<file path="config.mk">
export PLATFORM = sky130hd
export DESIGN_NAME = potentiometer_brightness_conditioner_top
export DESIGN_NICKNAME = d
export VERILOG_FILES = /design/src/pbc_pkg.sv /design/src/pbc_cfg.sv /design/src/pbc_mul.sv /design/src/pbc_core.sv /design/src/potentiometer_brightness_conditioner_top.sv
export SDC_FILE = /design/constraint.sdc
export NUM_CORES = 2
export LEC_CHECK = 0
export BUFFER_PORTS_ARGS = -buffer_cell sky130_fd_sc_hd__buf_2
export CAP_MARGIN = 20
export CORE_MARGIN = 2
export CORE_UTILIZATION = 45
export DETAILED_ROUTE_END_ITERATION = 10
export MAX_ROUTING_LAYER = met4
export PLACE_DENSITY_LB_ADDON = 0.05
export SLEW_MARGIN = 20
export SYNTH_ARGS = -nofsm -noshare
export SYNTH_HDL_FRONTEND = slang
export SYNTH_HIERARCHICAL = 1
export SYNTH_SLANG_ARGS = --single-unit
</file>
<file path="constraint.sdc">
create_clock -name clk -period 13.4 [get_ports clk]
set_input_delay 0.67 -clock clk [delete_from_list [all_inputs] [get_ports clk]]
set_output_delay 0.67 -clock clk [all_outputs]
set_load 0.01 [all_outputs]
</file>
<file path="src/pbc_pkg.sv">
`timescale 1ns / 1ps
// Shared types, widths and constants for the potentiometer brightness conditioner.
package pbc_pkg;

	// Full-scale converter code, also the brightness ceiling and squaring divisor.
	localparam int ADC_FULL_SCALE = 1023;

	// Fixed field widths.
	localparam int SAMPLE_W    = 10;
	localparam int OFFSET_W    = 10;
	localparam int IN_GAIN_W   = 17;
	localparam int FILT_GAIN_W = 16;
	localparam int FRAC_W      = 16;
	localparam int BRIGHT_W    = 10;
	localparam int IN_TDATA_W  = 16;
	localparam int OUT_TDATA_W = 16;
	localparam int APB_DATA_W  = 32;
	localparam int APB_ADDR_W  = 4;
	localparam int REG_IDX_W   = 2;

	// Widths that follow from the full-scale value.
	localparam int FS_W = $clog2(ADC_FULL_SCALE + 1);
	localparam int F_W  = FS_W + FRAC_W;
	localparam int X_W  = 2 * FS_W;
	localparam int R_W  = ((FS_W > SAMPLE_W) ? FS_W : SAMPLE_W) + 2;

	// Reciprocal of the full scale for the squaring divide.
	localparam int          RECIP_SHIFT = X_W;
	localparam longint      RECIP_K     = (longint'(1) << RECIP_SHIFT) / ADC_FULL_SCALE;
	localparam int          K_W         = $clog2(RECIP_K + 1);

	// Shared multiplier operand widths.
	localparam int MA_W  = (F_W > X_W) ? F_W : X_W;
	localparam int MB_T  = (IN_GAIN_W > K_W) ? IN_GAIN_W : K_W;
	localparam int MB_W  = (MB_T > FS_W) ? MB_T : FS_W;
	localparam int PRD_W = MA_W + MB_W;

	// Register reset values.
	localparam logic [OFFSET_W-1:0]    OFFSET_RST    = OFFSET_W'(29);
	localparam logic [IN_GAIN_W-1:0]   IN_GAIN_RST   = IN_GAIN_W'(69468);
	localparam logic [FILT_GAIN_W-1:0] FILT_GAIN_RST = FILT_GAIN_W'(655);
	localparam logic [F_W-1:0]         FILT_RST      = F_W'(128) << FRAC_W;
	localparam logic [FS_W-1:0]        FULL_SCALE    = FS_W'(ADC_FULL_SCALE);

	// Register indexes on the configuration port.
	localparam logic [REG_IDX_W-1:0] REG_ADC_OFFSET  = 2'd0;
	localparam logic [REG_IDX_W-1:0] REG_INPUT_GAIN  = 2'd1;
	localparam logic [REG_IDX_W-1:0] REG_FILTER_GAIN = 2'd2;

	typedef struct packed {
		logic [OFFSET_W-1:0]    adc_offset;
		logic [IN_GAIN_W-1:0]   input_gain;
		logic [FILT_GAIN_W-1:0] filter_gain;
	} cfg_t;

endpackage

</file>
<file path="src/pbc_cfg.sv">
`timescale 1ns / 1ps
// Configuration register file behind the APB-style port.
module pbc_cfg
	import pbc_pkg::*;
(
	input  logic                  clk,
	input  logic                  arst_n,
	input  logic                  psel,
	input  logic                  penable,
	input  logic                  pwrite,
	input  logic [APB_ADDR_W-1:0] paddr,
	input  logic [APB_DATA_W-1:0] pwdata,
	output logic [APB_DATA_W-1:0] prdata,
	output logic                  pready,
	output cfg_t                  cfg
);

	logic [OFFSET_W-1:0]    offset_q;
	logic [IN_GAIN_W-1:0]   in_gain_q;
	logic [FILT_GAIN_W-1:0] filt_gain_q;
	logic [REG_IDX_W-1:0]   idx;
	logic                   wr_en;

	assign pready = 1'b1;
	assign idx    = paddr[APB_ADDR_W-1:2];
	assign wr_en  = psel && penable && pwrite && pready;

	always_ff @(posedge clk or negedge arst_n) begin
		if (!arst_n) begin
			offset_q    <= OFFSET_RST;
			in_gain_q   <= IN_GAIN_RST;
			filt_gain_q <= FILT_GAIN_RST;
		end else if (wr_en) begin
			unique case (idx)
				REG_ADC_OFFSET:  offset_q    <= pwdata[OFFSET_W-1:0];
				REG_INPUT_GAIN:  in_gain_q   <= pwdata[IN_GAIN_W-1:0];
				REG_FILTER_GAIN: filt_gain_q <= pwdata[FILT_GAIN_W-1:0];
				default: ;
			endcase
		end
	end

	always_comb begin
		unique case (idx)
			REG_ADC_OFFSET:  prdata = APB_DATA_W'(offset_q);
			REG_INPUT_GAIN:  prdata = APB_DATA_W'(in_gain_q);
			REG_FILTER_GAIN: prdata = APB_DATA_W'(filt_gain_q);
			default:         prdata = '0;
		endcase
	end

	assign cfg.adc_offset  = offset_q;
	assign cfg.input_gain  = in_gain_q;
	assign cfg.filter_gain = filt_gain_q;

endmodule

</file>
<file path="src/pbc_mul.sv">
`timescale 1ns / 1ps
// Shared unsigned multiplier used by every multiply step of the sequencer.
module pbc_mul
	import pbc_pkg::*;
(
	input  logic [MA_W-1:0]  op_a,
	input  logic [MB_W-1:0]  op_b,
	output logic [PRD_W-1:0] prod
);

	assign prod = PRD_W'(op_a) * PRD_W'(op_b);

endmodule

</file>
<file path="src/pbc_core.sv">
`timescale 1ns / 1ps
// Sequencer and datapath registers: reading, filter, deadband, squaring and output stage.
module pbc_core
	import pbc_pkg::*;
(
	input  logic                   clk,
	input  logic                   arst_n,
	input  cfg_t                   cfg,
	input  logic                   in_valid,
	output logic                   in_ready,
	input  logic [SAMPLE_W-1:0]    in_sample,
	input  logic                   in_level,
	input  logic                   in_fade,
	output logic                   out_valid,
	input  logic                   out_ready,
	output logic [OUT_TDATA_W-1:0] out_data
);

	localparam logic [3:0] ST_IDLE  = 4'd0;
	localparam logic [3:0] ST_READ  = 4'd1;
	localparam logic [3:0] ST_DIFF  = 4'd2;
	localparam logic [3:0] ST_FMUL  = 4'd3;
	localparam logic [3:0] ST_FUPD  = 4'd4;
	localparam logic [3:0] ST_DIST  = 4'd5;
	localparam logic [3:0] ST_SQR   = 4'd6;
	localparam logic [3:0] ST_RECIP = 4'd7;
	localparam logic [3:0] ST_CORR  = 4'd8;
	localparam logic [3:0] ST_DONE  = 4'd9;

	logic [3:0]              state_q;
	logic signed [R_W-1:0]   r_q;
	logic [FS_W-1:0]         p_q;
	logic [F_W-1:0]          f_q;
	logic [F_W-1:0]          d_q;
	logic [F_W-1:0]          corr_q;
	logic                    above_q;
	logic [X_W-1:0]          x_q;
	logic [FS_W-1:0]         quo_q;
	logic [FS_W-1:0]         bright_q;
	logic                    changed_q;
	logic                    press_q;
	logic                    held_q;
	logic                    out_valid_q;
	logic [OUT_TDATA_W-1:0]  out_data_q;

	logic                    in_acc;
	logic                    out_load;
	logic signed [R_W-1:0]   r_next;
	logic [MA_W-1:0]         op_a;
	logic [MB_W-1:0]         op_b;
	logic [PRD_W-1:0]        prod;
	logic [PRD_W-FRAC_W-1:0] p_full;
	logic [F_W-1:0]          p16;
	logic [F_W-1:0]          gap;
	logic [X_W-1:0]          rem;

	pbc_mul u_mul (
		.op_a (op_a),
		.op_b (op_b),
		.prod (prod)
	);

	assign in_ready = (state_q == ST_IDLE);
	assign in_acc   = in_valid && in_ready;
	assign out_load = (state_q == ST_DONE) && (!out_valid_q || out_ready);

	assign r_next = $signed(R_W'(ADC_FULL_SCALE)) - $signed(R_W'(in_sample))
		- $signed(R_W'(cfg.adc_offset));
	assign p_full = prod[PRD_W-1:FRAC_W];
	assign p16    = {p_q, {FRAC_W{1'b0}}};
	assign gap    = (f_q >= p16) ? (f_q - p16) : (p16 - f_q);
	assign rem    = x_q - prod[X_W-1:0];

	// Operand selection for the shared multiplier.
	always_comb begin
		unique case (state_q)
			ST_READ: begin
				op_a = MA_W'(r_q[FS_W-1:0]);
				op_b = MB_W'(cfg.input_gain);
			end
			ST_FMUL: begin
				op_a = MA_W'(d_q);
				op_b = MB_W'(cfg.filter_gain);
			end
			ST_SQR: begin
				op_a = MA_W'(p_q);
				op_b = MB_W'(p_q);
			end
			ST_RECIP: begin
				op_a = MA_W'(x_q);
				op_b = MB_W'(RECIP_K);
			end
			ST_CORR: begin
				op_a = MA_W'(quo_q);
				op_b = MB_W'(ADC_FULL_SCALE);
			end
			default: begin
				op_a = '0;
				op_b = '0;
			end
		endcase
	end

	always_ff @(posedge clk or negedge arst_n) begin
		if (!arst_n) begin
			state_q   <= ST_IDLE;
			f_q       <= FILT_RST;
			bright_q  <= FULL_SCALE;
			held_q    <= 1'b0;
			press_q   <= 1'b0;
			changed_q <= 1'b0;
		end else begin
			unique case (state_q)
				ST_IDLE: begin
					if (in_acc) begin
						r_q       <= r_next;
						press_q   <= !in_level && !held_q;
						held_q    <= !in_level;
						changed_q <= 1'b0;
						state_q   <= in_fade ? ST_DONE : ST_READ;
					end
				end
				ST_READ: begin
					if (r_q[R_W-1] || (r_q == '0)) begin
						p_q <= '0;
					end else if (p_full > (PRD_W-FRAC_W)'(ADC_FULL_SCALE)) begin
						p_q <= FULL_SCALE;
					end else begin
						p_q <= p_full[FS_W-1:0];
					end
					state_q <= ST_DIFF;
				end
				ST_DIFF: begin
					above_q <= (f_q >= p16);
					d_q     <= gap;
					state_q <= ST_FMUL;
				end
				ST_FMUL: begin
					corr_q  <= p_full[F_W-1:0];
					state_q <= ST_FUPD;
				end
				ST_FUPD: begin
					f_q     <= above_q ? (f_q - corr_q) : (f_q + corr_q);
					state_q <= ST_DIST;
				end
				ST_DIST: begin
					if (gap[F_W-1:FRAC_W] != '0) begin
						changed_q <= 1'b1;
						state_q   <= ST_SQR;
					end else begin
						state_q   <= ST_DONE;
					end
				end
				ST_SQR: begin
					x_q     <= prod[X_W-1:0];
					state_q <= ST_RECIP;
				end
				ST_RECIP: begin
					quo_q   <= prod[RECIP_SHIFT+FS_W-1:RECIP_SHIFT];
					state_q <= ST_CORR;
				end
				ST_CORR: begin
					// The reciprocal estimate is at most one below the true quotient.
					bright_q <= (rem >= X_W'(ADC_FULL_SCALE)) ? (quo_q + 1'b1) : quo_q;
					state_q  <= ST_DONE;
				end
				ST_DONE: begin
					if (out_load) begin
						state_q <= ST_IDLE;
					end
				end
				default: state_q <= ST_IDLE;
			endcase
		end
	end

	// Output register: holds a finished result until the receiver takes it.
	always_ff @(posedge clk or negedge arst_n) begin
		if (!arst_n) begin
			out_valid_q <= 1'b0;
		end else if (out_load) begin
			out_valid_q <= 1'b1;
		end else if (out_ready) begin
			out_valid_q <= 1'b0;
		end
	end

	always_ff @(posedge clk) begin
		if (out_load) begin
			out_data_q <= OUT_TDATA_W'({press_q, changed_q, BRIGHT_W'(bright_q)});
		end
	end

	assign out_valid = out_valid_q;
	assign out_data  = out_data_q;

	a_fade_skips: assert property (@(posedge clk) disable iff (!arst_n)
		(in_acc && in_fade) |=> (state_q == ST_DONE))
		else $error("fade tick did not bypass the filter");

	a_held_tracks: assert property (@(posedge clk) disable iff (!arst_n)
		in_acc |=> (held_q == !$past(in_level)))
		else $error("button hold state does not follow the pin level");

	a_filt_range: assert property (@(posedge clk) disable iff (!arst_n)
		f_q <= (F_W'(ADC_FULL_SCALE) << FRAC_W))
		else $error("filter state above full scale");

	a_quo_corr: assert property (@(posedge clk) disable iff (!arst_n)
		(state_q == ST_CORR) |-> (rem < (X_W'(ADC_FULL_SCALE) << 1)))
		else $error("reciprocal quotient estimate off by more than one");

	a_bright_range: assert property (@(posedge clk) disable iff (!arst_n)
		bright_q <= FULL_SCALE)
		else $error("brightness above full scale");

endmodule

</file>
<file path="src/potentiometer_brightness_conditioner_top.sv">
`timescale 1ns / 1ps
// Top level of the potentiometer brightness conditioner.
//
// One tick enters on the slave stream: s_tdata carries the converter sample,
// the button pin level (low means pressed) and the fade-active flag. One
// result leaves on the master stream per tick: the brightness level, a flag
// that the brightness was just taken from the reading, and a press event.
// The user must write gains and the offset over the APB-style port only while
// the block is idle; the block does not enforce it. pready is always high and
// reads return the register values. A single multiplier is shared by the
// sequencer for the reading gain, the filter correction, the squaring and the
// divide by full scale (reciprocal multiply plus a one-step correction).
// A fade tick goes straight to the done state; other ticks pass the read,
// filter and deadband steps, and squaring and divide follow when brightness
// is recomputed. A new tick is taken the cycle after the result is loaded.
// Reset restores the register defaults, sets the filter to 128 and the
// brightness to full scale, and clears the button state. When the receiver
// stalls, the result waits in the output register; a following tick is still
// taken and worked, and the block then waits until the register frees.
module potentiometer_brightness_conditioner_top
	import pbc_pkg::*;
(
	input  logic                   clk,
	input  logic                   arst_n,
	// Slave stream. s_tdata from bit 0: adc_sample[9:0], button_level, fade_active.
	input  logic                   s_tvalid,
	output logic                   s_tready,
	input  logic [IN_TDATA_W-1:0]  s_tdata,
	// Master stream. m_tdata from bit 0: brightness[9:0], brightness_changed, press_event.
	output logic                   m_tvalid,
	input  logic                   m_tready,
	output logic [OUT_TDATA_W-1:0] m_tdata,
	// Configuration port.
	input  logic                   psel,
	input  logic                   penable,
	input  logic                   pwrite,
	input  logic [APB_ADDR_W-1:0]  paddr,
	input  logic [APB_DATA_W-1:0]  pwdata,
	output logic [APB_DATA_W-1:0]  prdata,
	output logic                   pready
);

	cfg_t cfg;

	// Register file; the user keeps its outputs stable while a tick is in flight (not enforced).
	pbc_cfg u_cfg (
		.clk     (clk),
		.arst_n  (arst_n),
		.psel    (psel),
		.penable (penable),
		.pwrite  (pwrite),
		.paddr   (paddr),
		.pwdata  (pwdata),
		.prdata  (prdata),
		.pready  (pready),
		.cfg     (cfg)
	);

	// Sequencer, datapath and output register.
	pbc_core u_core (
		.clk       (clk),
		.arst_n    (arst_n),
		.cfg       (cfg),
		.in_valid  (s_tvalid),
		.in_ready  (s_tready),
		.in_sample (s_tdata[SAMPLE_W-1:0]),
		.in_level  (s_tdata[SAMPLE_W]),
		.in_fade   (s_tdata[SAMPLE_W+1]),
		.out_valid (m_tvalid),
		.out_ready (m_tready),
		.out_data  (m_tdata)
	);

endmodule

</file>
==> impl_metrics.env <==
export IMPL_run_status="complete, no violations"
export IMPL_grt_max_degree=54
export IMPL_fin_nets=3599
export IMPL_setup_viol=0
export IMPL_detail_route_antenna_nets=0
export IMPL_viasPerCell=5.501
export IMPL_most_common_layout_cells="sky130_fd_sc_hd__inv_1 (521), sky130_fd_sc_hd__nand2_1 (398), sky130_fd_sc_hd__fa_1 (363)"
export IMPL_dp_hpwl_um=59350
export IMPL_worst_slew_pin_slew_ns=1.130
export IMPL_holdBufCountCts=0
export IMPL_clkTransAtPathRegs_ns=0.06
export IMPL_critPathRequiredTime_ns=13.82
export IMPL_tns_ns=0
export IMPL_slew_limit_headroom_pct=24.65
export IMPL_cap_violations=0
export IMPL_number_of_standard_cells_in_the_layout_taps_in_and_fillers_out=3783
export IMPL_post_route_drc_count=0
export IMPL_utilization_pct=48.47
export IMPL_syn_cell_area_um2=27440
export IMPL_die_area_um2=62980
export IMPL_syn2layout_area_growth_pct=6.606
export IMPL_placementRows=90
export IMPL_min_period_over_period_pct=84.09
export IMPL_ys_warnings_count=6
export IMPL_synth_ff_type="sky130_fd_sc_hd__edfxtp_1"
export IMPL_timing_final_ws_setup_ns=2.133
export IMPL_worst_hold_path_type="in2async"
export IMPL_dpl_cell_count=3741
export IMPL_worst_skew_pair_late_latency_ns=0.53
export IMPL_ioPinCount=110
export IMPL_crit_path_max_fanout=19
export IMPL_worst_endpoint_arrival_ns=11.69
export IMPL_drv_slew=0
export IMPL_cp_end_kind="flop"
export IMPL_dr_pass1_iters=5
export IMPL_fin_crit_ns=11.27
export IMPL_fin_area_um2=29260
export IMPL_dr_total_vias=20810
export IMPL_cpPeakStageDelay_ns=0.80
export IMPL_cellPowerDensity_nw_per_um2=175.4
export IMPL_count_of_flip_flops_with_a_built_in_enable_after_synthesis=117
export IMPL_syn_inst=2982
export IMPL_synthDominantAreaCellType="sky130_fd_sc_hd__fa_1"
export IMPL_dieHeight_um=251.0
export IMPL_totalPowerFinal_mw=5.133
export IMPL_crit_path_start_kind="flop"
export IMPL_antenna_found_initial=2
export IMPL_post_cts_setup_buffer_count=0
export IMPL_yosys_top_cells_area="sky130_fd_sc_hd__fa_1 (26%), sky130_fd_sc_hd__edfxtp_1 (13%), sky130_fd_sc_hd__ha_1 (8.8%)"
export IMPL_top_signal_layer_used="met4"
export IMPL_cts_root_buf="sky130_fd_sc_hd__clkbuf_16"
export IMPL_synth_lib_cells_used_distinct=99
export IMPL_tritoncts_num_sinks=204
export IMPL_final_hold_viol_count=0
export IMPL_achievable_frequency_mhz=88.75
export IMPL_die_width_um=251.0
export IMPL_coreArea_um2=60360
export IMPL_post_synthesis_area_per_instance_um2=9.203
export IMPL_hold_slack_ns=0.1606
export IMPL_grt_usage_pct=25.56
export IMPL_first_global_vias=21340
export IMPL_synth_seq_area_share_pct=20.87
export IMPL_final_wtd_congestion=0.8903
export IMPL_grt_ovfl_total=0
export IMPL_wl_met1_um=34270
export IMPL_cts_buffer_depth=3
export IMPL_worst_setup_path_category="reg2reg"
export IMPL_leakagePower_nw=13.70
export IMPL_routed_wl_um=76530
export IMPL_number_of_clock_buffers_inserted_by_tritoncts=23
export IMPL_initial_utilization_pct=45.47
export IMPL_detailed_place_area_um2=28460
export IMPL_ratio_of_cells_with_drive_above_1_in_the_final_layout_pct=8.964
export IMPL_route_met3_wl_um=4027
export IMPL_finClkSkew_ns=0.01467
export IMPL_cts_htree_levels=1
export IMPL_post_place_ws_ns=2.254
export IMPL_synth_async_sr_flop_share_pct=42.65
export IMPL_crit_path_top_delay_cell="sky130_fd_sc_hd__nor3_2"
export IMPL_ir_worst_vdd_mv=0.1246
export IMPL_synth_top_area_share_pct=26.48
export IMPL_antenna_cells=0
export IMPL_routedWlPerCell_um=20.23
export IMPL_port_buffer_count=68
export IMPL_cts_tree="yes"
export IMPL_routed_wl_met2_um=36330
export IMPL_dr_first_iter_drc_count=1601
export IMPL_global_route_wire_length_before_repair_um=121500
export IMPL_ys_seq_elements=204
export IMPL_critical_path_top_cell_by_count="sky130_fd_sc_hd__fa_1"
export IMPL_layout_cells_most_common="sky130_fd_sc_hd__inv_1"
export IMPL_number_of_cells_upsized_or_downsized_after_cts=0
export IMPL_rsz0062_at_grt="false"
-- per-layer routing --
metal	track usage (%)	vias to the layer above
met2	41.21	529
li1	-	9613
met1	34.90	10570
met5	-	-
met4	5.442	0
met3	3.044	104
-- flip-flops by register name, indices dropped and copies added (netlist names) --
register,flops
u_core/f_q,26
u_core/corr_q,26
u_core/out_valid,1
u_core/press_q,1
u_core/above_q,1
u_core/state_q,4
u_cfg/in_gain_q,17
u_core/x_q,20
u_core/r_q,12
u_core/changed_q,1
u_cfg/filt_gain_q,16
u_core/p_q,10
u_core/held_q,1
u_core/d_q,26
u_core/quo_q,10
u_core/bright_q,10
u_core/out_data,12
u_cfg/offset_q,10
-- worst max-delay path: cells and delay by family (launching register included) --
kind,cells,cell delay [ns]
DFF,1,0.66
buffers and inverters,6,0.52
muxes,1,0.31
and+or+nand+nor,8,2.84
adders and majority gates,8,3.68
xor gates and xnor gates,2,0.74
AOI/OAI and AO/OA,10,2.38
-- cells by family (layout without fill, tap and decap cells) --
| kind of cell | count (synthesis) | after routing | synth area share, % |
|---|---|---|---|
| compound gates | 449 | 449 | 11.05 |
| xor+xnor | 126 | 126 | 4.021 |
| fa+ha+maj | 555 | 555 | 35.23 |
| buf+inv | 675 | 677 | 9.916 |
| flops | 204 | 204 | 20.87 |
| mux | 63 | 63 | 2.635 |
| other cells | 3 | 20 | 0.04103 |
| simple gates | 907 | 907 | 16.24 |
-- where the power goes --
group	internal, mW	switching [mW]	leakage, nW	total [mW]
logic	1.18	2.22	11.2	3.40
registers	0.916	0.168	2.09	1.08
clock network	0.383	0.269	0.380	0.652
-- layout make-up --
type | count | area (µm²)
Clock buffer | 32 | 660.6
Timing Repair Buffer | 114 | 695.7
Inverter | 522 | 1959
Sequential cell | 204 | 5728
Fill cell | 5852 | 31100
Tap cell | 782 | 978.4
Multi-Input combinational cell | 2120 | 19140
Clock inverter | 9 | 97.59
-- cells in the mapped netlist (all sizes together), types with 30 or more instances --
cell    count
nor3       35
dfstp      30
ha        192
and2      191
o21ai      99
buf        42
a21oi     104
clkbuf    109
mux2       44
fa        363
nor2      105
xor2       44
xnor2      82
edfxtp    117
inv       522
nand3      34
dfrtp      57
a21o       40
nand2     401
-- path summary, 6_finish.rpt --
kind                                               startpoint                         endpoint  slack, ns  depth (start not counted)
worst max register to register  u_core/state_q[3]$_DFFE_PN0P_   u_core/bright_q[1]$_DFFE_PN1N_       2.13                         35
min in group clk                                  s_tdata[10]       u_core/press_q$_DFFE_PN0P_       0.33                          2
worst min register to register     u_core/press_q$_DFFE_PN0P_    u_core/out_data[11]$_DFFE_PP_       0.45                          0
max in group asynchronous                              arst_n  u_cfg/in_gain_q[15]$_DFFE_PN0P_      12.19                          2
worst max-delay path            u_core/state_q[3]$_DFFE_PN0P_   u_core/bright_q[1]$_DFFE_PN1N_       2.13                         35
worst min-delay path                                   arst_n       u_core/f_q[24]$_DFFE_PN0P_       0.16                          1
Note: power is estimated with default switching activity, not from simulation.
